===== src/hdl/assert_macros.svh =====
// Assertion macros shared by the checksum RTL files.
`ifndef ASSERT_MACROS_SVH
`define ASSERT_MACROS_SVH

// Plain property, sampled on clk_i, off while rst_ni is low.
`define LUHN_ASSERT(lbl, prop, msg) \
  lbl: assert property (@(posedge clk_i) disable iff (!rst_ni) (prop)) \
    else $error(msg);

// Same-cycle implication, sampled on clk_i, off while rst_ni is low.
`define LUHN_ASSERT_IMPL(lbl, ante, cons, msg) \
  lbl: assert property (@(posedge clk_i) disable iff (!rst_ni) (ante) |-> (cons)) \
    else $error(msg);

`endif


===== src/hdl/luhn_pkg.sv =====
// Types and constants shared by the Luhn mod-N checksum modules.
package luhn_pkg;

  localparam int unsigned MOD_W = 16;
  localparam int unsigned NUM_W = 64;
  localparam int unsigned CNT_W = $clog2(NUM_W);

  localparam logic [MOD_W-1:0] MOD_RESET = MOD_W'(10);
  localparam logic [MOD_W-1:0] MIN_BASE  = MOD_W'(2);

  typedef enum logic [1:0] {
    ST_IDLE,
    ST_CHECK,
    ST_DIV,
    ST_FIN
  } luhn_state_e;

  typedef struct packed {
    logic             done;
    logic [NUM_W-1:0] quo;
    logic [MOD_W-1:0] rem;
  } div_rsp_t;

endpackage


===== src/hdl/luhn_mod_n_checksum.sv =====
// Top level of the Luhn mod-N checksum: modulus register, sequencer, divider, result register.
//
//   channel   dir  handshake              payload
//   in        in   in_valid_i/in_ready_o  number_i[63:0]
//   out       out  out_valid_o/out_ready_i check_value_o[15:0], is_valid_o
//   cfg       in   cfg_we_i               cfg_wdata_i[15:0] (modulus)
//
// Each word runs one division per base-N digit of the number (0 to 64 digits), each on the
// shared divider in 64 steps, one quotient bit per cycle. The next word is taken only once
// the last one has passed its result to the result register.
// Reset (rst_ni low, asynchronous) sets the modulus to ten and empties the result register.
// A modulus below two works as two. in_ready_o is high only while no word is in work.
// A result held by a stalled output keeps the next word from finishing, not from entering.
`include "assert_macros.svh"

module luhn_mod_n_checksum (
  input  logic                       clk_i,
  input  logic                       rst_ni,
  input  logic                       in_valid_i,
  output logic                       in_ready_o,
  input  logic [luhn_pkg::NUM_W-1:0] number_i,
  output logic                       out_valid_o,
  input  logic                       out_ready_i,
  output logic [luhn_pkg::MOD_W-1:0] check_value_o,
  output logic                       is_valid_o,
  input  logic                       cfg_we_i,
  input  logic [luhn_pkg::MOD_W-1:0] cfg_wdata_i
);
  import luhn_pkg::*;

  logic [MOD_W-1:0] modulus_q;
  logic [MOD_W-1:0] base;

  logic             div_start;
  logic [NUM_W-1:0] div_dividend;
  div_rsp_t         div_rsp;

  logic             res_valid;
  logic             res_ready;
  logic [MOD_W-1:0] res_value;

  logic             out_valid_q, out_valid_d;
  logic [MOD_W-1:0] check_q, check_d;
  logic             flag_q, flag_d;

  // Modulus register; to be written only between words, which the block itself does not enforce.
  always_ff @(posedge clk_i or negedge rst_ni) begin
    if (!rst_ni) begin
      modulus_q <= MOD_RESET;
    end else if (cfg_we_i) begin
      modulus_q <= cfg_wdata_i;
    end
  end

  // Clamp the base so the digit split always ends.
  assign base = (modulus_q < MIN_BASE) ? MIN_BASE : modulus_q;

  luhn_ctrl u_ctrl (
    .clk_i          (clk_i),
    .rst_ni         (rst_ni),
    .base_i         (base),
    .in_valid_i     (in_valid_i),
    .in_ready_o     (in_ready_o),
    .number_i       (number_i),
    .div_start_o    (div_start),
    .div_dividend_o (div_dividend),
    .div_rsp_i      (div_rsp),
    .res_valid_o    (res_valid),
    .res_ready_i    (res_ready),
    .res_value_o    (res_value)
  );

  luhn_div u_div (
    .clk_i      (clk_i),
    .rst_ni     (rst_ni),
    .start_i    (div_start),
    .dividend_i (div_dividend),
    .base_i     (base),
    .rsp_o      (div_rsp)
  );

  // Result register: take a new word when empty or being drained this cycle.
  assign res_ready = !out_valid_q || out_ready_i;

  always_comb begin
    out_valid_d = out_valid_q;
    check_d     = check_q;
    flag_d      = flag_q;
    if (res_valid && res_ready) begin
      out_valid_d = 1'b1;
      check_d     = res_value;
      flag_d      = (res_value == '0);
    end else if (out_ready_i) begin
      out_valid_d = 1'b0;
    end
  end

  always_ff @(posedge clk_i or negedge rst_ni) begin
    if (!rst_ni) begin
      out_valid_q <= 1'b0;
    end else begin
      out_valid_q <= out_valid_d;
    end
  end

  always_ff @(posedge clk_i) begin
    check_q <= check_d;
    flag_q  <= flag_d;
  end

  assign out_valid_o   = out_valid_q;
  assign check_value_o = check_q;
  assign is_valid_o    = flag_q;

  `LUHN_ASSERT_IMPL(a_top_flag_match, out_valid_o, is_valid_o == (check_value_o == '0), "flag mismatch")
  `LUHN_ASSERT_IMPL(a_top_busy_no_in, res_valid, !in_ready_o, "input open while a result is pending")

endmodule


===== src/hdl/luhn_div.sv =====
// Shared restoring divider: 64-bit dividend by a 16-bit base, one quotient bit a cycle.
`include "assert_macros.svh"

module luhn_div (
  input  logic                      clk_i,
  input  logic                      rst_ni,
  input  logic                      start_i,
  input  logic [luhn_pkg::NUM_W-1:0] dividend_i,
  input  logic [luhn_pkg::MOD_W-1:0] base_i,
  output luhn_pkg::div_rsp_t        rsp_o
);
  import luhn_pkg::*;

  logic             busy_q, busy_d;
  logic             done_q, done_d;
  logic [CNT_W-1:0] cnt_q, cnt_d;
  logic [MOD_W-1:0] rem_q, rem_d;
  logic [NUM_W-1:0] quo_q, quo_d;
  logic [MOD_W:0]   trial;
  logic             fits;

  // Bring down the next dividend bit and try the subtract.
  assign trial = {rem_q, quo_q[NUM_W-1]};
  assign fits  = (trial >= {1'b0, base_i});

  always_comb begin
    busy_d = busy_q;
    done_d = 1'b0;
    cnt_d  = cnt_q;
    rem_d  = rem_q;
    quo_d  = quo_q;
    if (start_i) begin
      busy_d = 1'b1;
      cnt_d  = '0;
      rem_d  = '0;
      quo_d  = dividend_i;
    end else if (busy_q) begin
      rem_d = fits ? MOD_W'(trial - {1'b0, base_i}) : trial[MOD_W-1:0];
      quo_d = {quo_q[NUM_W-2:0], fits};
      cnt_d = cnt_q + CNT_W'(1);
      if (cnt_q == CNT_W'(NUM_W - 1)) begin
        busy_d = 1'b0;
        done_d = 1'b1;
      end
    end
  end

  always_ff @(posedge clk_i or negedge rst_ni) begin
    if (!rst_ni) begin
      busy_q <= 1'b0;
      done_q <= 1'b0;
      cnt_q  <= '0;
    end else begin
      busy_q <= busy_d;
      done_q <= done_d;
      cnt_q  <= cnt_d;
    end
  end

  always_ff @(posedge clk_i) begin
    rem_q <= rem_d;
    quo_q <= quo_d;
  end

  assign rsp_o.done = done_q;
  assign rsp_o.quo  = quo_q;
  assign rsp_o.rem  = rem_q;

  `LUHN_ASSERT_IMPL(a_div_rem_range, rsp_o.done, rsp_o.rem < base_i, "divider remainder not below base")
  `LUHN_ASSERT_IMPL(a_div_no_restart, start_i, !busy_q, "divider started while busy")

endmodule


===== src/hdl/luhn_ctrl.sv =====
// Digit sequencer: drives the divider, weights each digit and folds it into the sum.
`include "assert_macros.svh"

module luhn_ctrl (
  input  logic                       clk_i,
  input  logic                       rst_ni,
  input  logic [luhn_pkg::MOD_W-1:0] base_i,
  input  logic                       in_valid_i,
  output logic                       in_ready_o,
  input  logic [luhn_pkg::NUM_W-1:0] number_i,
  output logic                       div_start_o,
  output logic [luhn_pkg::NUM_W-1:0] div_dividend_o,
  input  luhn_pkg::div_rsp_t         div_rsp_i,
  output logic                       res_valid_o,
  input  logic                       res_ready_i,
  output logic [luhn_pkg::MOD_W-1:0] res_value_o
);
  import luhn_pkg::*;

  luhn_state_e      state_q, state_d;
  logic [NUM_W-1:0] value_q, value_d;
  logic [MOD_W-1:0] acc_q, acc_d;
  logic             odd_q, odd_d;

  logic [MOD_W:0]   dbl;
  logic [MOD_W-1:0] digit;
  logic [MOD_W:0]   sum;

  // Weight the digit: double odd positions, fold back when it reaches the base.
  always_comb begin
    dbl   = {div_rsp_i.rem, 1'b0};
    digit = div_rsp_i.rem;
    if (odd_q) begin
      digit = (dbl >= {1'b0, base_i}) ? MOD_W'(dbl - {1'b0, base_i} + (MOD_W+1)'(1))
                                      : dbl[MOD_W-1:0];
    end
    sum = {1'b0, acc_q} + {1'b0, digit};
  end

  // Next state.
  always_comb begin
    state_d = state_q;
    unique case (state_q)
      ST_IDLE:  if (in_valid_i) state_d = ST_CHECK;
      ST_CHECK: state_d = (value_q == '0) ? ST_FIN : ST_DIV;
      ST_DIV:   if (div_rsp_i.done) state_d = ST_CHECK;
      ST_FIN:   if (res_ready_i) state_d = ST_IDLE;
      default:  state_d = ST_IDLE;
    endcase
  end

  // Outputs.
  always_comb begin
    in_ready_o  = 1'b0;
    div_start_o = 1'b0;
    res_valid_o = 1'b0;
    unique case (state_q)
      ST_IDLE:  in_ready_o  = 1'b1;
      ST_CHECK: div_start_o = (value_q != '0);
      ST_DIV:   ;
      ST_FIN:   res_valid_o = 1'b1;
      default:  ;
    endcase
  end

  // Datapath.
  always_comb begin
    value_d = value_q;
    acc_d   = acc_q;
    odd_d   = odd_q;
    if (state_q == ST_IDLE && in_valid_i) begin
      value_d = number_i;
      acc_d   = '0;
      odd_d   = 1'b0;
    end else if (state_q == ST_DIV && div_rsp_i.done) begin
      value_d = div_rsp_i.quo;
      acc_d   = (sum >= {1'b0, base_i}) ? MOD_W'(sum - {1'b0, base_i}) : sum[MOD_W-1:0];
      odd_d   = !odd_q;
    end
  end

  always_ff @(posedge clk_i or negedge rst_ni) begin
    if (!rst_ni) begin
      state_q <= ST_IDLE;
    end else begin
      state_q <= state_d;
    end
  end

  always_ff @(posedge clk_i) begin
    value_q <= value_d;
    acc_q   <= acc_d;
    odd_q   <= odd_d;
  end

  assign div_dividend_o = value_q;
  assign res_value_o    = acc_q;

  `LUHN_ASSERT_IMPL(a_ctrl_acc_range, state_q != ST_IDLE, acc_q < base_i, "running sum not reduced")

endmodule


===== config.mk =====
export PLATFORM = sky130hd
export DESIGN_NAME = luhn_mod_n_checksum
export DESIGN_NICKNAME = d
export VERILOG_FILES = /design/src/hdl/luhn_pkg.sv /design/src/hdl/luhn_mod_n_checksum.sv /design/src/hdl/luhn_div.sv /design/src/hdl/luhn_ctrl.sv
export VERILOG_INCLUDE_DIRS = /design/src /design/src/hdl
export SDC_FILE = /design/constraint.sdc
export NUM_CORES = 1
export LEC_CHECK = 0
export CORE_MARGIN = 10
export CORE_UTILIZATION = 65
export DETAILED_ROUTE_END_ITERATION = 10
export DONT_BUFFER_PORTS = 1
export MAX_ROUTING_LAYER = met4
export PLACE_DENSITY = 0.81
export SLEW_MARGIN = 10
export SYNTH_ARGS = -nofsm -noshare
export SYNTH_HDL_FRONTEND = slang
export SYNTH_SLANG_ARGS = --single-unit

===== constraint.sdc =====
create_clock -name clk_i -period 8.38 [get_ports clk_i]
set_input_delay 0.419 -clock clk_i [delete_from_list [all_inputs] [get_ports clk_i]]
set_output_delay 0.419 -clock clk_i [all_outputs]
set_load 0.05 [all_outputs]

# Yosys cells after proc, flatten, opt, wreduce, memory -nomap -nowiden
# Cells that the tools add are included.
# word_totals
in_bits	85
output_inout_bits	19
register_bits	205
# classes
eq_ne	7
n_reduce_logical	14
n_lt_le_gt_ge	4
addsub	6
mux	27
# op_table
op	n
$mux 64	4
$mux 16	5
$logic_not 64->1	1
$reduce_bool 64->1	1
$ge 17x16->1	3
$sub 16x16->16	3
$add 16x16->17	1
$add 16x1->16 const B	1
$logic_not 16->1	1
$lt 16x2->1 const B	1
$mux 1	12
$mux 6	2
$pmux 2 s4	1
$add 6x1->6 const B	1
$eq 6x6->1 const B	1
$mux 2	3
$reduce_bool 2->1	3
$eq 2x2->1 const B	2
$ne 2x2->1 const B	2
$logic_and 1x1->1	3
$reduce_and 3->1	1
$eq 2x1->1 const B	1
$logic_not 1->1	2
$logic_not 2->1	1
other kinds (2)	2

# Logic depth before layout (Yosys ltp)
# Gate-level depths: netlist (run 1).
# logic_depth
depth_word	9
mapped_depth	34

# Modules after synthesis
# Synthesis (run 1) repeated with hierarchy kept, for this count alone.
# unflattened
hier_cells	1266
area_unflattened_um2	12714.7
# by_module_without_submodules
mod	area_per_inst_um2	instances	cells_each
luhn_ctrl	6779.0	1	813
luhn_div	4615.7	1	371
luhn_mod_n_checksum	1320.0	1	82

# Worst setup path after synthesis (run 1)
# OpenSTA, ideal clock, no wires.
# synth_path
path_kind	register -> register
start	register modulus_q[9]
end	register u_ctrl.acc_q[1], in the netlist u_ctrl.res_value_o[1]
path_stages_with_launch	29
n_path_buf	1
path_slack_ns	2.553
setup_time_ns	0.101
synth_period_minus_slack_ns	5.827
required_time_ns	8.279
t_arrival_ns	5.726
cell_sequence	dfrtp_1 > nor4_1 > nand4_1 > nand2b_1 > inv_1 > ha_1 > a21oi_1 > o21ai_0 > o211ai_1 > nand2_1 > buf_2 > nor2_1 > a21oi_1 > mux2_2 > ha_1 > a21oi_1 > a21oi_1 > o311a_4 > nor2_1 > xnor2_1 > ha_1 > a21o_1 > a21oi_1 > inv_1 > o311ai_1 > a21oi_2 > a21oi_4 > mux2_2 > o22ai_1
# synth_between
elab_chain_cells	9
elab_cells_between_ends	11
# synth_lines
item	line	source
start: declaration	luhn_mod_n_checksum.sv:31	logic [MOD_W-1:0] modulus_q;
start signal: assignment	luhn_mod_n_checksum.sv:51	modulus_q <= cfg_wdata_i;
$lt 16x2->1	luhn_mod_n_checksum.sv:56	assign base = (modulus_q < MIN_BASE) ? MIN_BASE : modulus_q;
$mux 16 (*)	luhn_mod_n_checksum.sv:56	
$sub 16x16->16	luhn_ctrl.sv:34	digit = (dbl >= {1'b0, base_i}) ? MOD_W'(dbl - {1'b0, base_i} + (MOD_W+1)'(1))
$add 16x1->16	luhn_ctrl.sv:34	
$mux 16	luhn_ctrl.sv:34	
$mux 16	luhn_ctrl.sv:33	if (odd_q) begin
$add 16x16->17	luhn_ctrl.sv:37	sum = {1'b0, acc_q} + {1'b0, digit};
$sub 16x16->16 or $ge 17x16->1 (tied branches)	luhn_ctrl.sv:77	acc_d = (sum >= {1'b0, base_i}) ? MOD_W'(sum - {1'b0, base_i}) : sum[MOD_W-1:0];
$mux 16 (*)	luhn_ctrl.sv:77	
end signal: assignment	luhn_ctrl.sv:92	acc_q <= acc_d;
end: declaration	luhn_ctrl.sv:22	logic [MOD_W-1:0] acc_q, acc_d;
# Mark *: on every way between the ends. The rest lies on a longest branch, timed or not.
# A chain may end at the register's enable or synchronous reset.

# Final worst setup path (run 1)
# layout_path
start	register modulus_q[15]
end	register u_ctrl.acc_q[1], in the netlist u_ctrl.res_value_o[1]
# Same word-level chain as after synthesis.

==> results of run 1 <==
power by group:
| group | internal, W | total (W) | switching [W] |
|---|---|---|---|
| Combinational | 0.00118 | 0.00255 | 0.00137 |
| Sequential | 0.00159 | 0.00189 | 0.000299 |
| Clock | 0.000582 | 0.000976 | 0.000395 |
| Total | 0.00335 | 0.00542 | 0.00207 |
layer usage:
metal	part of all wire	wire length, µm	GRT usage	up-vias
met5	0	0	-	-
met4	0.018	493	0.04768	0
met3	0.077	2114	0.05735	45
met2	0.49	13430	0.3678	265
met1	0.41	11290	0.2860	3842
li1	-	-	-	3821
cells by family after synthesis:
kind of cell | after synthesis | share of synthesized area
and+or+nand+nor | 247 | 0.09907
DFF | 205 | 0.4785
AOI/OAI and AO/OA | 193 | 0.1062
muxes | 163 | 0.1510
buffers and inverters | 92 | 0.03092
adders and majority gates | 81 | 0.09528
xor gates and xnor gates | 53 | 0.03902
registers in the layout (all words and copies together) (netlist names):
name,count
check_value_o,16
u_ctrl.state_q,2
u_div.rem_q,16
u_div.done_q,1
modulus_q,16
u_ctrl.odd_q,1
u_div.busy_q,1
u_ctrl.div_dividend_o,64
u_div.cnt_q,6
out_valid_o,1
is_valid_o,1
u_div.quo_q,64
u_ctrl.res_value_o,16
worst max-delay path by stage:
stage	end	slack [ns]	depth (start not counted)	startpoint
after floorplan	u_ctrl.res_value_o[1]	2.55	28	modulus_q[9]
after global placement	u_ctrl.res_value_o[1]	1.39	27	modulus_q[15]
after detailed placement	u_ctrl.res_value_o[1]	1.13	26	modulus_q[15]
after CTS	u_ctrl.res_value_o[1]	1.07	26	modulus_q[15]
after global routing	u_ctrl.res_value_o[1]	0.41	29	modulus_q[15]
final	u_ctrl.res_value_o[1]	0.90	26	modulus_q[15]
per-stage QoR:
step / utilization / cell area [µm²] / worst slack, ns / total power (W) / cells
after global placement: 0.6724 / 12080 / 1.392 / 0.004342 / 1230
after CTS: 0.7150 / 12840 / 1.069 / 0.005413 / 1273
after floorplan: - / 11900 / 2.553 / 0.003886 / 1034
after detailed placement: 0.6724 / 12080 / 1.127 / 0.004404 / 1230
final: 0.7164 / 12870 / 0.8964 / 0.005421 / 1280
after global routing: 0.7164 / 12870 / 0.4107 / 0.005805 / 1280
final cells by class:
type | count | area share
multi-input combinational | 737 | 0.4546
sequential | 205 | 0.4424
clock buffer | 30 | 0.04832
tap | 229 | 0.02227
inverter | 50 | 0.01458
timing repair buffer | 12 | 0.008362
clock inverter | 10 | 0.008070
antenna | 7 | 0.001361
worst register-to-register path, cell delays in order (launching register included):
cell                       delay [ns]
sky130_fd_sc_hd__dfrtp_1         0.38
sky130_fd_sc_hd__nor4_1          0.48
sky130_fd_sc_hd__nand4_1         0.14
sky130_fd_sc_hd__nand2b_1        0.26
sky130_fd_sc_hd__inv_1           0.16
sky130_fd_sc_hd__ha_1            0.23
sky130_fd_sc_hd__a21oi_1         0.21
sky130_fd_sc_hd__o21ai_0         0.12
sky130_fd_sc_hd__o211ai_1        0.25
sky130_fd_sc_hd__nand2_1         0.60
sky130_fd_sc_hd__nor2_1          0.27
sky130_fd_sc_hd__a21oi_1         0.06
sky130_fd_sc_hd__mux2_2          0.32
sky130_fd_sc_hd__ha_1            0.34
sky130_fd_sc_hd__nand3_1         0.09
sky130_fd_sc_hd__o22ai_1         0.28
sky130_fd_sc_hd__o211ai_1        0.23
sky130_fd_sc_hd__o21ai_0         0.49
sky130_fd_sc_hd__nor2_1          0.14
sky130_fd_sc_hd__ha_1            0.35
sky130_fd_sc_hd__a21oi_1         0.26
sky130_fd_sc_hd__inv_1           0.07
sky130_fd_sc_hd__o311ai_1        0.41
sky130_fd_sc_hd__a21oi_2         0.15
sky130_fd_sc_hd__a21oi_4         0.57
sky130_fd_sc_hd__mux2_2          0.42
sky130_fd_sc_hd__o22ai_1         0.13
Yosys cell counts (all sizes together) (9+ instances only):
cell / count / share of area
edfxtp: 145 / 0.37
mux2: 132 / 0.12
nor2: 77 / 0.024
nand2: 67 / 0.021
ha: 65 / 0.068
a21oi: 59 / 0.027
o21ai: 53 / 0.023
inv: 50 / 0.016
clkbuf: 36 / 0.011
xnor2: 34 / 0.025
dfxtp: 33 / 0.056
mux2i: 31 / 0.026
dfrtp: 25 / 0.053
nor4: 25 / 0.013
xor2: 19 / 0.014
fa: 16 / 0.027
nand3: 16 / 0.0067
a211oi: 15 / 0.0095
nand4: 12 / 0.0063
nor3: 10 / 0.0042
a31oi: 9 / 0.0047
==> parameters.txt, run 1 <==
Parameter                              Value

Final layout
  Area delta synth->final ... 8.161%
  Most common cell after layout, fill and taps aside ... sky130_fd_sc_hd__edfxtp_1
  Area of all sequential standard cells ... 0.005693 mm²
  Final #Nets ... 1194
  Top library cells by usage in the layout, fill and taps aside ... 145 x sky130_fd_sc_hd__edfxtp_1, 132 x sky130_fd_sc_hd__mux2_2, 77 x sky130_fd_sc_hd__nor2_1, 67 x sky130_fd_sc_hd__nand2_1, 65 x sky130_fd_sc_hd__ha_1
  Area of the multi-input gates ... 0.005851 mm²
  Share of cells above drive strength 1 ... 0.1868
  Count of filler cells inserted in the layout ... 1275

Clock network
  TritonCTS clock tree ... built
  Number of buffers on the longest clock path ... 3
  Number of buffers created by CTS ... 22
  CTS Sinks ... 205
  Number of hold-repair buffers added at the cts stage ... 3
  Number of setup buffers added after CTS ... 0
  Number of instances resized during post-cts repair ... 0
  Cell at the root of the clock tree ... sky130_fd_sc_hd__clkbuf_16
  Clock input transition at the sequential cells of the worst setup and hold paths ... 0.07 ns
  Later-pin clock latency in the skew report ... 0.51 ns
  H-tree levels ... 1

Floorplanning
  Initial standard-cell utilization of the core ... 0.6623
  Die Area ... 0.02412 mm²
  Standard-cell row count ... 49
  I/O pin count ... 104
  Die extent in y ... 155.3 µm
  Die boundary width ... 155.3 µm
  Total core area ... 0.01796 mm²

GRT
  Total routing resource utilization after global routing ... 0.2277
  Wire length of the first global-routing pass ... 43460 µm
  GR Overflow Total ... 0
  Antenna violations before repair ... 7
  Maximum number of pins on one net before global-route repair ... 67
  Number of global-route vias before repair ... 8075

Status
  Result of the run ... completed

Worst hold path
  Hold Path Cell Cnt ... 1
  Class of the worst hold path ... primary input to register
  Hold worst-path end ... modulus_q[9]
  Hold Crit Start ... cfg_we_i

Drt
  Post-detailed-route via-to-cell ratio ... 6.229
  Post-route DRC violation count ... 0
  Total via count in the routed design ... 7973
  Sum of routed wire length over all layers ... 27330 µm
  Count of TritonRoute iterations in the first routing pass ... 5
  Number of routed nets with antenna violations ... 0
  Detailed router's first-iteration violation count ... 527
  Post-DR wirelength/cell ... 21.35 µm

Worst setup path
  Worst endpoint data arrival time ... 7.90 ns
  Kind of end point of the critical path ... register
  Worst path buffer plus inverter count ... 2
  Worst-case register-to-register setup slack ... 0.90 ns
  Slowest Stage Delay on Critical Path ... 0.60 ns
  Startpoint of the worst-slack reg-to-reg timing path ... modulus_q[15]
  Launching element type of the critical path ... register
  Largest fanout on the critical path ... 26
  Critical path type ... register to register
  Family of cells with the greatest summed delay on the critical path ... compound AO/OA/AOI/OAI gates
  Required time of the worst setup path ... 8.79 ns
  CP max-delay cell ... sky130_fd_sc_hd__nand2_1
  Path depth of the worst reg2reg path ... 26
  End of the worst register-to-register path ... u_ctrl.res_value_o[1]

Power and ir drop
  Power density over cell area ... 421.2 mW/mm²
  Static power due to leakage ... 4.937 nW
  IR Drop Worst-Case VDD ... 0.2979 mV

Yosys
  Register bit total from synthesis ... 205
  EDFF count, synth ... 145
  Mean area per synthesized cell ... 11.51 µm²
  Share of synthesized registers carrying an async set or reset ... 0.1317
  Number of unique standard cell types used by synthesis ... 66
  Part of the Yosys area used for sequential elements ... 0.4785
  Number of synthesis warnings ... 0
  Gate count after technology mapping ... 1034
  Post-synthesis instance area ... 0.01190 mm²
  Net count after synthesis ... 1200
  Predominant post-synthesis flop cell ... sky130_fd_sc_hd__edfxtp_1

Place
  Placed wire-length estimate after detailed placement ... 19460 µm
  Buffers on Ports ... 0
  Global placer's final weighted congestion ... 0.9634

Timing
  Clock period minus final worst setup slack ... 7.484 ns
  Worst max-slew margin expressed relative to the limit ... 0.3051
  Worst hold slack after final layout ... 0.01393 ns
  Worst clock skew on the final layout ... 0.01716 ns
  Final setup violating endpoints ... 0
  Slew Viols, Final ... 0
  Least-Margin Pin Slew ... 1.038 ns
  Final Hold Violating Endpoints ... 0
  Final TNS setup ... 0 ns
  Final cycle utilization of the critical path ... 0.8930
  Maximum operating frequency ... 133.6 MHz
  RSZ-0062 raised after global routing ... no

Flow run
  Maximum Capacitance Violations ... 0
No activity file was read; power rests on OpenSTA's default activity.
==> inputs of run 2 (changes only) <==
Settings changed: GPL_TIMING_DRIVEN set to 0, RECOVER_POWER set to 50.
==> run 2 against run 1 <==
Against the previous run: the flow now finishes with violations (max-capacitance violations, max-slew violations); clock-buffer cell count decreased by 5; non-clock buffer count increased by 33; clock skew decreased by 0.0066 ns; clock power increased by 6%; hold slack improved by 0.027 ns; global-route usage increased by 0.66 points; first-iteration DRC count increased by 22%; flip-flop and latch count unchanged; via count increased by 4.1%; routed wire length increased by 3.3%; combinational power increased by 2%; sequential share of layout area decreased by 0.49 points; critical endpoint unchanged; largest power group unchanged.
==> parameters.txt, run 2 (same netlist as run 1, synthesis figures left out) <==
Parameter                              Value

Place
  Buffers on Ports ... 0 (unchanged)
  Placed wire-length estimate after detailed placement ... 20330 µm (was 19460 µm)
  Global placer's final weighted congestion ... 0.9273 (was 0.9634)

Clock network
  Number of buffers created by CTS ... 22 (unchanged)
  H-tree levels ... 1 (unchanged)
  Later-pin clock latency in the skew report ... 0.51 ns (about the same)
  CTS Sinks ... 205 (unchanged)
  Clock input transition at the sequential cells of the worst setup and hold paths ... 0.06 ns (was 0.07 ns)
  TritonCTS clock tree ... built (unchanged)
  Number of instances resized during post-cts repair ... 0 (unchanged)
  Number of buffers on the longest clock path ... 3 (unchanged)
  Cell at the root of the clock tree ... sky130_fd_sc_hd__clkbuf_16 (unchanged)

Flow run
  Maximum Capacitance Violations ... 3 (was 0)

Status
  Result of the run ... finished with violations (was completed)
  Violated checks ... max-capacitance violations, max-slew violations

Worst setup path
  Required time of the worst setup path ... 8.73 ns (was 8.79 ns)
  Worst path buffer plus inverter count ... 3 (was 2)
  Worst endpoint data arrival time ... 7.64 ns (was 7.90 ns)
  Largest fanout on the critical path ... 10 (was 26)
  Kind of end point of the critical path ... register (unchanged)
  Launching element type of the critical path ... register (unchanged)
  CP max-delay cell ... sky130_fd_sc_hd__o21ai_0 (was sky130_fd_sc_hd__nand2_1)
  Critical path type ... register to register (unchanged)
  Slowest Stage Delay on Critical Path ... 0.53 ns (was 0.60 ns)
  Family of cells with the greatest summed delay on the critical path ... compound AO/OA/AOI/OAI gates (unchanged)

Timing
  Final Hold Violating Endpoints ... 0 (unchanged)
  Final setup violating endpoints ... 0 (unchanged)
  Final cycle utilization of the critical path ... 0.8692 (was 0.8930)
  Slew Viols, Final ... 113 (was 0)
  Final TNS setup ... 0 ns (unchanged)
  RSZ-0062 raised after global routing ... no (unchanged)
  Least-Margin Pin Slew ... 2.892 ns (was 1.038 ns)
  Worst clock skew on the final layout ... 0.01061 ns (was 0.01716 ns)
  Clock period minus final worst setup slack ... 7.284 ns (was 7.484 ns)
  Maximum operating frequency ... 137.3 MHz (was 133.6 MHz)
  Worst max-slew margin expressed relative to the limit ... -0.9383 (was 0.3051)

Drt
  Post-detailed-route via-to-cell ratio ... 6.305 (was 6.229)
  Post-DR wirelength/cell ... 21.45 µm (was 21.35 µm)
  Number of routed nets with antenna violations ... 0 (unchanged)
  Detailed router's first-iteration violation count ... 645 (was 527)
  Count of TritonRoute iterations in the first routing pass ... 7 (was 5)
  Total via count in the routed design ... 8297 (was 7973)
  Post-route DRC violation count ... 0 (unchanged)
  Sum of routed wire length over all layers ... 28220 µm (was 27330 µm)

Floorplanning
  Standard-cell row count ... 49 (unchanged)
  Total core area ... 0.01796 mm² (unchanged)
  I/O pin count ... 104 (unchanged)
  Die Area ... 0.02412 mm² (unchanged)
  Initial standard-cell utilization of the core ... 0.6623 (unchanged)
  Die extent in y ... 155.3 µm (unchanged)
  Die boundary width ... 155.3 µm (unchanged)

Final layout
  Share of cells above drive strength 1 ... 0.1746 (was 0.1868)
  Top library cells by usage in the layout, fill and taps aside ... 145 x sky130_fd_sc_hd__edfxtp_1, 131 x sky130_fd_sc_hd__mux2_2, 77 x sky130_fd_sc_hd__nor2_1, 67 x sky130_fd_sc_hd__nand2_1, 65 x sky130_fd_sc_hd__ha_1 (was 145 x sky130_fd_sc_hd__edfxtp_1, 132 x sky130_fd_sc_hd__mux2_2, 77 x sky130_fd_sc_hd__nor2_1, 67 x sky130_fd_sc_hd__nand2_1, 65 x sky130_fd_sc_hd__ha_1)
  Area delta synth->final ... 9.380% (was 8.161%)
  Final #Nets ... 1227 (was 1194)
  Core utilization of the finished layout ... 0.7245 (was 0.7164)
  Most common cell after layout, fill and taps aside ... sky130_fd_sc_hd__edfxtp_1 (unchanged)

GRT
  Antenna violations before repair ... 9 (was 7)
  Total routing resource utilization after global routing ... 0.2342 (was 0.2277)
  GR Overflow Total ... 0 (unchanged)
  Maximum number of pins on one net before global-route repair ... 66 (was 67)
  Number of global-route vias before repair ... 8313 (was 8075)
  Wire length of the first global-routing pass ... 44660 µm (was 43460 µm)

Power and ir drop
  Power density over cell area ... 425.4 mW/mm² (was 421.2 mW/mm²)
  IR Drop Worst-Case VDD ... 0.2976 mV (was 0.2979 mV)
  Static power due to leakage ... 4.963 nW (was 4.937 nW)

Worst hold path
  Class of the worst hold path ... primary input to register (unchanged)
## run 2: cell types whose count changed in the layout (fill, tap and decap cells not counted), moves of 3 or more
cell,delta
sky130_fd_sc_hd__clkbuf_1,+35
sky130_fd_sc_hd__buf_4,-9
sky130_fd_sc_hd__diode_2,+3
sky130_fd_sc_hd__buf_2,+4
## run 2: power breakdown
part           total (W)  switching, W  internal [W]  leakage [nW]
Sequential       0.00190      0.000304       0.00160          2.01
Clock            0.00103      0.000407      0.000626         0.372
Combinational    0.00260       0.00140       0.00120          2.59
## run 2: per-layer routing
| metal | track usage | up-vias | routed length [µm] | part of all wire |
|---|---|---|---|---|
| li1 | - | 3899 | - | - |
| met2 | 0.3686 | 269 | 13310 | 0.47 |
| met1 | 0.2977 | 4082 | 12130 | 0.43 |
| met5 | - | - | 0 | 0 |
| met3 | 0.05349 | 47 | 2048 | 0.073 |
| met4 | 0.07086 | 0 | 737 | 0.026 |
## run 2: path summary, 6_finish.rpt
kind | from | end | slack, ns | depth (start not counted)
setup reg to reg | modulus_q[10] | u_ctrl.res_value_o[1] | 1.10 | 27
hold / removal | cfg_wdata_i[2] | modulus_q[2] | 0.04 | 2
setup / recovery | modulus_q[10] | u_ctrl.res_value_o[1] | 1.10 | 27
hold reg to reg | u_ctrl.res_value_o[10] | u_ctrl.res_value_o[10] | 0.49 | 2
min in group asynchronous | rst_ni | u_div.cnt_q[3] | 0.90 | 2
max in group asynchronous | rst_ni | u_div.done_q | 6.53 | 2
## run 2: through the flow
step / area [µm²] / hold WS (ns) / setup WS [ns] / power (W) / cells
6_report: 13010 / 0.04082 / 1.096 / 0.005536 / 1316
5_1_grt: 13010 / 0.05071 / 0.6097 / 0.005908 / 1315
4_1_cts: 13010 / 0.02841 / 1.327 / 0.005517 / 1306
3_5_place_dp: 12210 / 0.1266 / 1.416 / 0.004440 / 1264
3_3_place_gp: 12180 / 0.1266 / 1.566 / 0.004363 / 1263
2_1_floorplan: 11900 / 0.1234 / 2.553 / 0.003886 / 1034
## run 2: timing repair
item	CTS	global route
hold buffers	2	0
hold endpoints to repair	27	0
endpoints found under the setup margin	0	0
buffers inserted	0	0
## run 2: cell type report
type / count / area, µm²
multi-input cells: 737 / 5839
flip-flops and latches: 205 / 5693
fillers: 1227 / 4950
clock buffers: 25 / 583.1
well taps: 229 / 286.5
inverters: 50 / 188.9
clock inverters: 15 / 185.2
plain buffers: 42 / 178.9
repair buffers: 3 / 33.78
diodes: 10 / 25.02
==> inputs of run 3 (changes only) <==
Clock period 8.38 ns to 7 ns, I/O delays scaled along.
==> run 3 against run 2 <==
Against the previous run: the flow still finishes with violations (max-capacitance violations, max-slew violations); flip-flop and latch count unchanged; non-clock buffer count grew 18; maximum frequency is 8.6% higher; combinational power grew 22%; die area unchanged; setup slack worse by 0.80 ns; clock power is 20% higher.
==> parameters.txt, run 3 (same netlist as run 1, synthesis figures left out) <==
Parameter                              Value

Clock network
  Cell at the root of the clock tree ... sky130_fd_sc_hd__clkbuf_16 (unchanged)
  TritonCTS clock tree ... built (unchanged)
  Later-pin clock latency in the skew report ... 0.51 ns (about the same)
  Clock input transition at the sequential cells of the worst setup and hold paths ... 0.06 ns (about the same)
  Number of buffers created by CTS ... 22 (unchanged)
  CTS Sinks ... 205 (unchanged)
  Number of buffers on the longest clock path ... 3 (unchanged)
  H-tree levels ... 1 (unchanged)

Worst setup path
  Worst endpoint data arrival time ... 7.11 ns (was 7.64 ns)
  Slowest Stage Delay on Critical Path ... 0.48 ns (was 0.53 ns)
  CP max-delay cell ... sky130_fd_sc_hd__or3b_2 (was sky130_fd_sc_hd__o21ai_0)
  Worst path buffer plus inverter count ... 3 (unchanged)
  Critical path type ... register to register (unchanged)
  Launching element type of the critical path ... register (unchanged)
  Required time of the worst setup path ... 7.40 ns (was 8.73 ns)
  Family of cells with the greatest summed delay on the critical path ... compound AO/OA/AOI/OAI gates (unchanged)
  Largest fanout on the critical path ... 10 (unchanged)
  Kind of end point of the critical path ... register (unchanged)

Timing
  Clock period minus final worst setup slack ... 6.709 ns (was 7.284 ns)
  Final Hold Violating Endpoints ... 0 (unchanged)
  Worst max-slew margin expressed relative to the limit ... -0.1060 (was -0.9383)
  RSZ-0062 raised after global routing ... no (unchanged)
  Final setup violating endpoints ... 0 (unchanged)
  Least-Margin Pin Slew ... 1.659 ns (was 2.892 ns)
  Final TNS setup ... 0 ns (unchanged)
  Worst hold slack after final layout ... 0.009382 ns (was 0.04082 ns)
  Worst clock skew on the final layout ... 0.01530 ns (was 0.01061 ns)
  Final cycle utilization of the critical path ... 0.9584 (was 0.8692)
  Slew Viols, Final ... 47 (was 113)
  Maximum operating frequency ... 149.1 MHz (was 137.3 MHz)

Floorplanning
  Die Area ... 0.02412 mm² (unchanged)
  Total core area ... 0.01796 mm² (unchanged)
  Die boundary width ... 155.3 µm (unchanged)
  Initial standard-cell utilization of the core ... 0.6623 (unchanged)
  Standard-cell row count ... 49 (unchanged)
  Die extent in y ... 155.3 µm (unchanged)
  I/O pin count ... 104 (unchanged)

Status
  Result of the run ... finished with violations (unchanged)
  Violated checks ... max-capacitance violations, max-slew violations (unchanged)

Final layout
  Most common cell after layout, fill and taps aside ... sky130_fd_sc_hd__edfxtp_1 (unchanged)
  Final #Nets ... 1246 (was 1227)
  Area delta synth->final ... 11.35% (was 9.380%)
  Non-filler instance count after layout ... 1333 (was 1316)
  Area of all sequential standard cells ... 0.005693 mm² (unchanged)
  Top library cells by usage in the layout, fill and taps aside ... 145 x sky130_fd_sc_hd__edfxtp_1, 131 x sky130_fd_sc_hd__mux2_2, 77 x sky130_fd_sc_hd__nor2_1, 66 x sky130_fd_sc_hd__nand2_1, 65 x sky130_fd_sc_hd__ha_1 (was 145 x sky130_fd_sc_hd__edfxtp_1, 131 x sky130_fd_sc_hd__mux2_2, 77 x sky130_fd_sc_hd__nor2_1, 67 x sky130_fd_sc_hd__nand2_1, 65 x sky130_fd_sc_hd__ha_1)
  Area of the multi-input gates ... 0.005909 mm² (was 0.005839 mm²)
  Count of filler cells inserted in the layout ... 1188 (was 1227)
  Share of cells above drive strength 1 ... 0.1861 (was 0.1746)

Drt
  Detailed router's first-iteration violation count ... 613 (was 645)
  Total via count in the routed design ... 8357 (was 8297)
  Sum of routed wire length over all layers ... 28560 µm (was 28220 µm)
  Post-detailed-route via-to-cell ratio ... 6.269 (was 6.305)
  Post-DR wirelength/cell ... 21.42 µm (was 21.45 µm)
  Count of TritonRoute iterations in the first routing pass ... 5 (was 7)
  Number of routed nets with antenna violations ... 0 (unchanged)
  Post-route DRC violation count ... 0 (unchanged)

Place
  Placed insts ... 1264 (unchanged)
  Placed wire-length estimate after detailed placement ... 20330 µm (unchanged)
  Buffers on Ports ... 0 (unchanged)
  Global placer's final weighted congestion ... 0.9273 (unchanged)

GRT
  Wire length of the first global-routing pass ... 44860 µm (was 44660 µm)
  Most Crowded Layer GR ... met2 (unchanged)
  GRT met1 Usage ... 0.2999 (was 0.2977)
  Met2 track demand over resource in global routing ... 0.3709 (was 0.3686)
  Routing usage on met3 ... 0.05321 (was 0.05349)
  GR Overflow Total ... 0 (unchanged)
  Total routing resource utilization after global routing ... 0.2356 (was 0.2342)
  Antenna violations before repair ... 8 (was 9)
  Maximum number of pins on one net before global-route repair ... 66 (unchanged)
  Number of global-route vias before repair ... 8356 (was 8313)

Flow run
  Maximum Capacitance Violations ... 2 (was 3)

Worst hold path
  Class of the worst hold path ... primary input to register (unchanged)

Power and ir drop
  Power density over cell area ... 505.4 mW/mm² (was 425.4 mW/mm²)
  IR Drop Worst-Case VDD ... 0.3562 mV (was 0.2976 mV)
  Static power due to leakage ... 5.060 nW (was 4.963 nW)
## run 3: report_power, final
part           internal (W)  total [W]  switching [W]
sequential          0.00190    0.00227       0.000367
clock              0.000750    0.00124       0.000493
combinational       0.00147    0.00318        0.00171
## run 3: what timing repair did
item / in CTS / in global routing
setup endpoints to repair: 8 / 16
hold buffers: 15 / 0
pin swaps: 0 / 2
cloned: 0 / 1
gates resized for setup: 1 / 11
setup buffers: 0 / 5
endpoints found under the hold margin: 39 / 0
## run 3: final cells by class
| class | count | area share |
|---|---|---|
| Multi-Input combinational cell | 738 | 0.4461 |
| Buffer | 42 | 0.01351 |
| Clock inverter | 15 | 0.01398 |
| Clock buffer | 25 | 0.04401 |
| Antenna cell | 8 | 0.001511 |
| Inverter | 50 | 0.01436 |
| Tap cell | 229 | 0.02163 |
| Sequential cell | 205 | 0.4297 |
| Timing Repair Buffer | 21 | 0.01521 |
## run 3: worst paths after layout
kind	cells after the start	from	slack, ns	endpoint
hold / removal	2	cfg_wdata_i[7]	0.009	modulus_q[7]
setup / recovery	31	modulus_q[12]	0.29	u_ctrl.res_value_o[15]
min in group asynchronous	2	rst_ni	0.86	u_div.cnt_q[3]
setup reg to reg	31	modulus_q[12]	0.29	u_ctrl.res_value_o[15]
max in group asynchronous	2	rst_ni	5.17	u_div.done_q
hold reg to reg	2	u_ctrl.res_value_o[10]	0.49	u_ctrl.res_value_o[10]
## run 3: metal layers
| layer | share of wire | wire length [µm] |
|---|---|---|
| met5 | 0 | 0 |
| met4 | 0.028 | 789 |
| met3 | 0.076 | 2184 |
| met2 | 0.47 | 13380 |
| met1 | 0.43 | 12200 |
## run 3: per-stage QoR
step | area, µm² | setup slack, ns | utilization | total power, W
floorplan | 11900 | 1.173 | - | 0.004652
global placement | 12180 | 0.1859 | 0.6783 | 0.005223
detailed placement | 12210 | 0.03601 | 0.6798 | 0.005315
CTS | 13150 | 0.05527 | 0.7318 | 0.006612
global route | 13250 | 0.005079 | 0.7375 | 0.007137
finish | 13250 | 0.2913 | 0.7375 | 0.006695
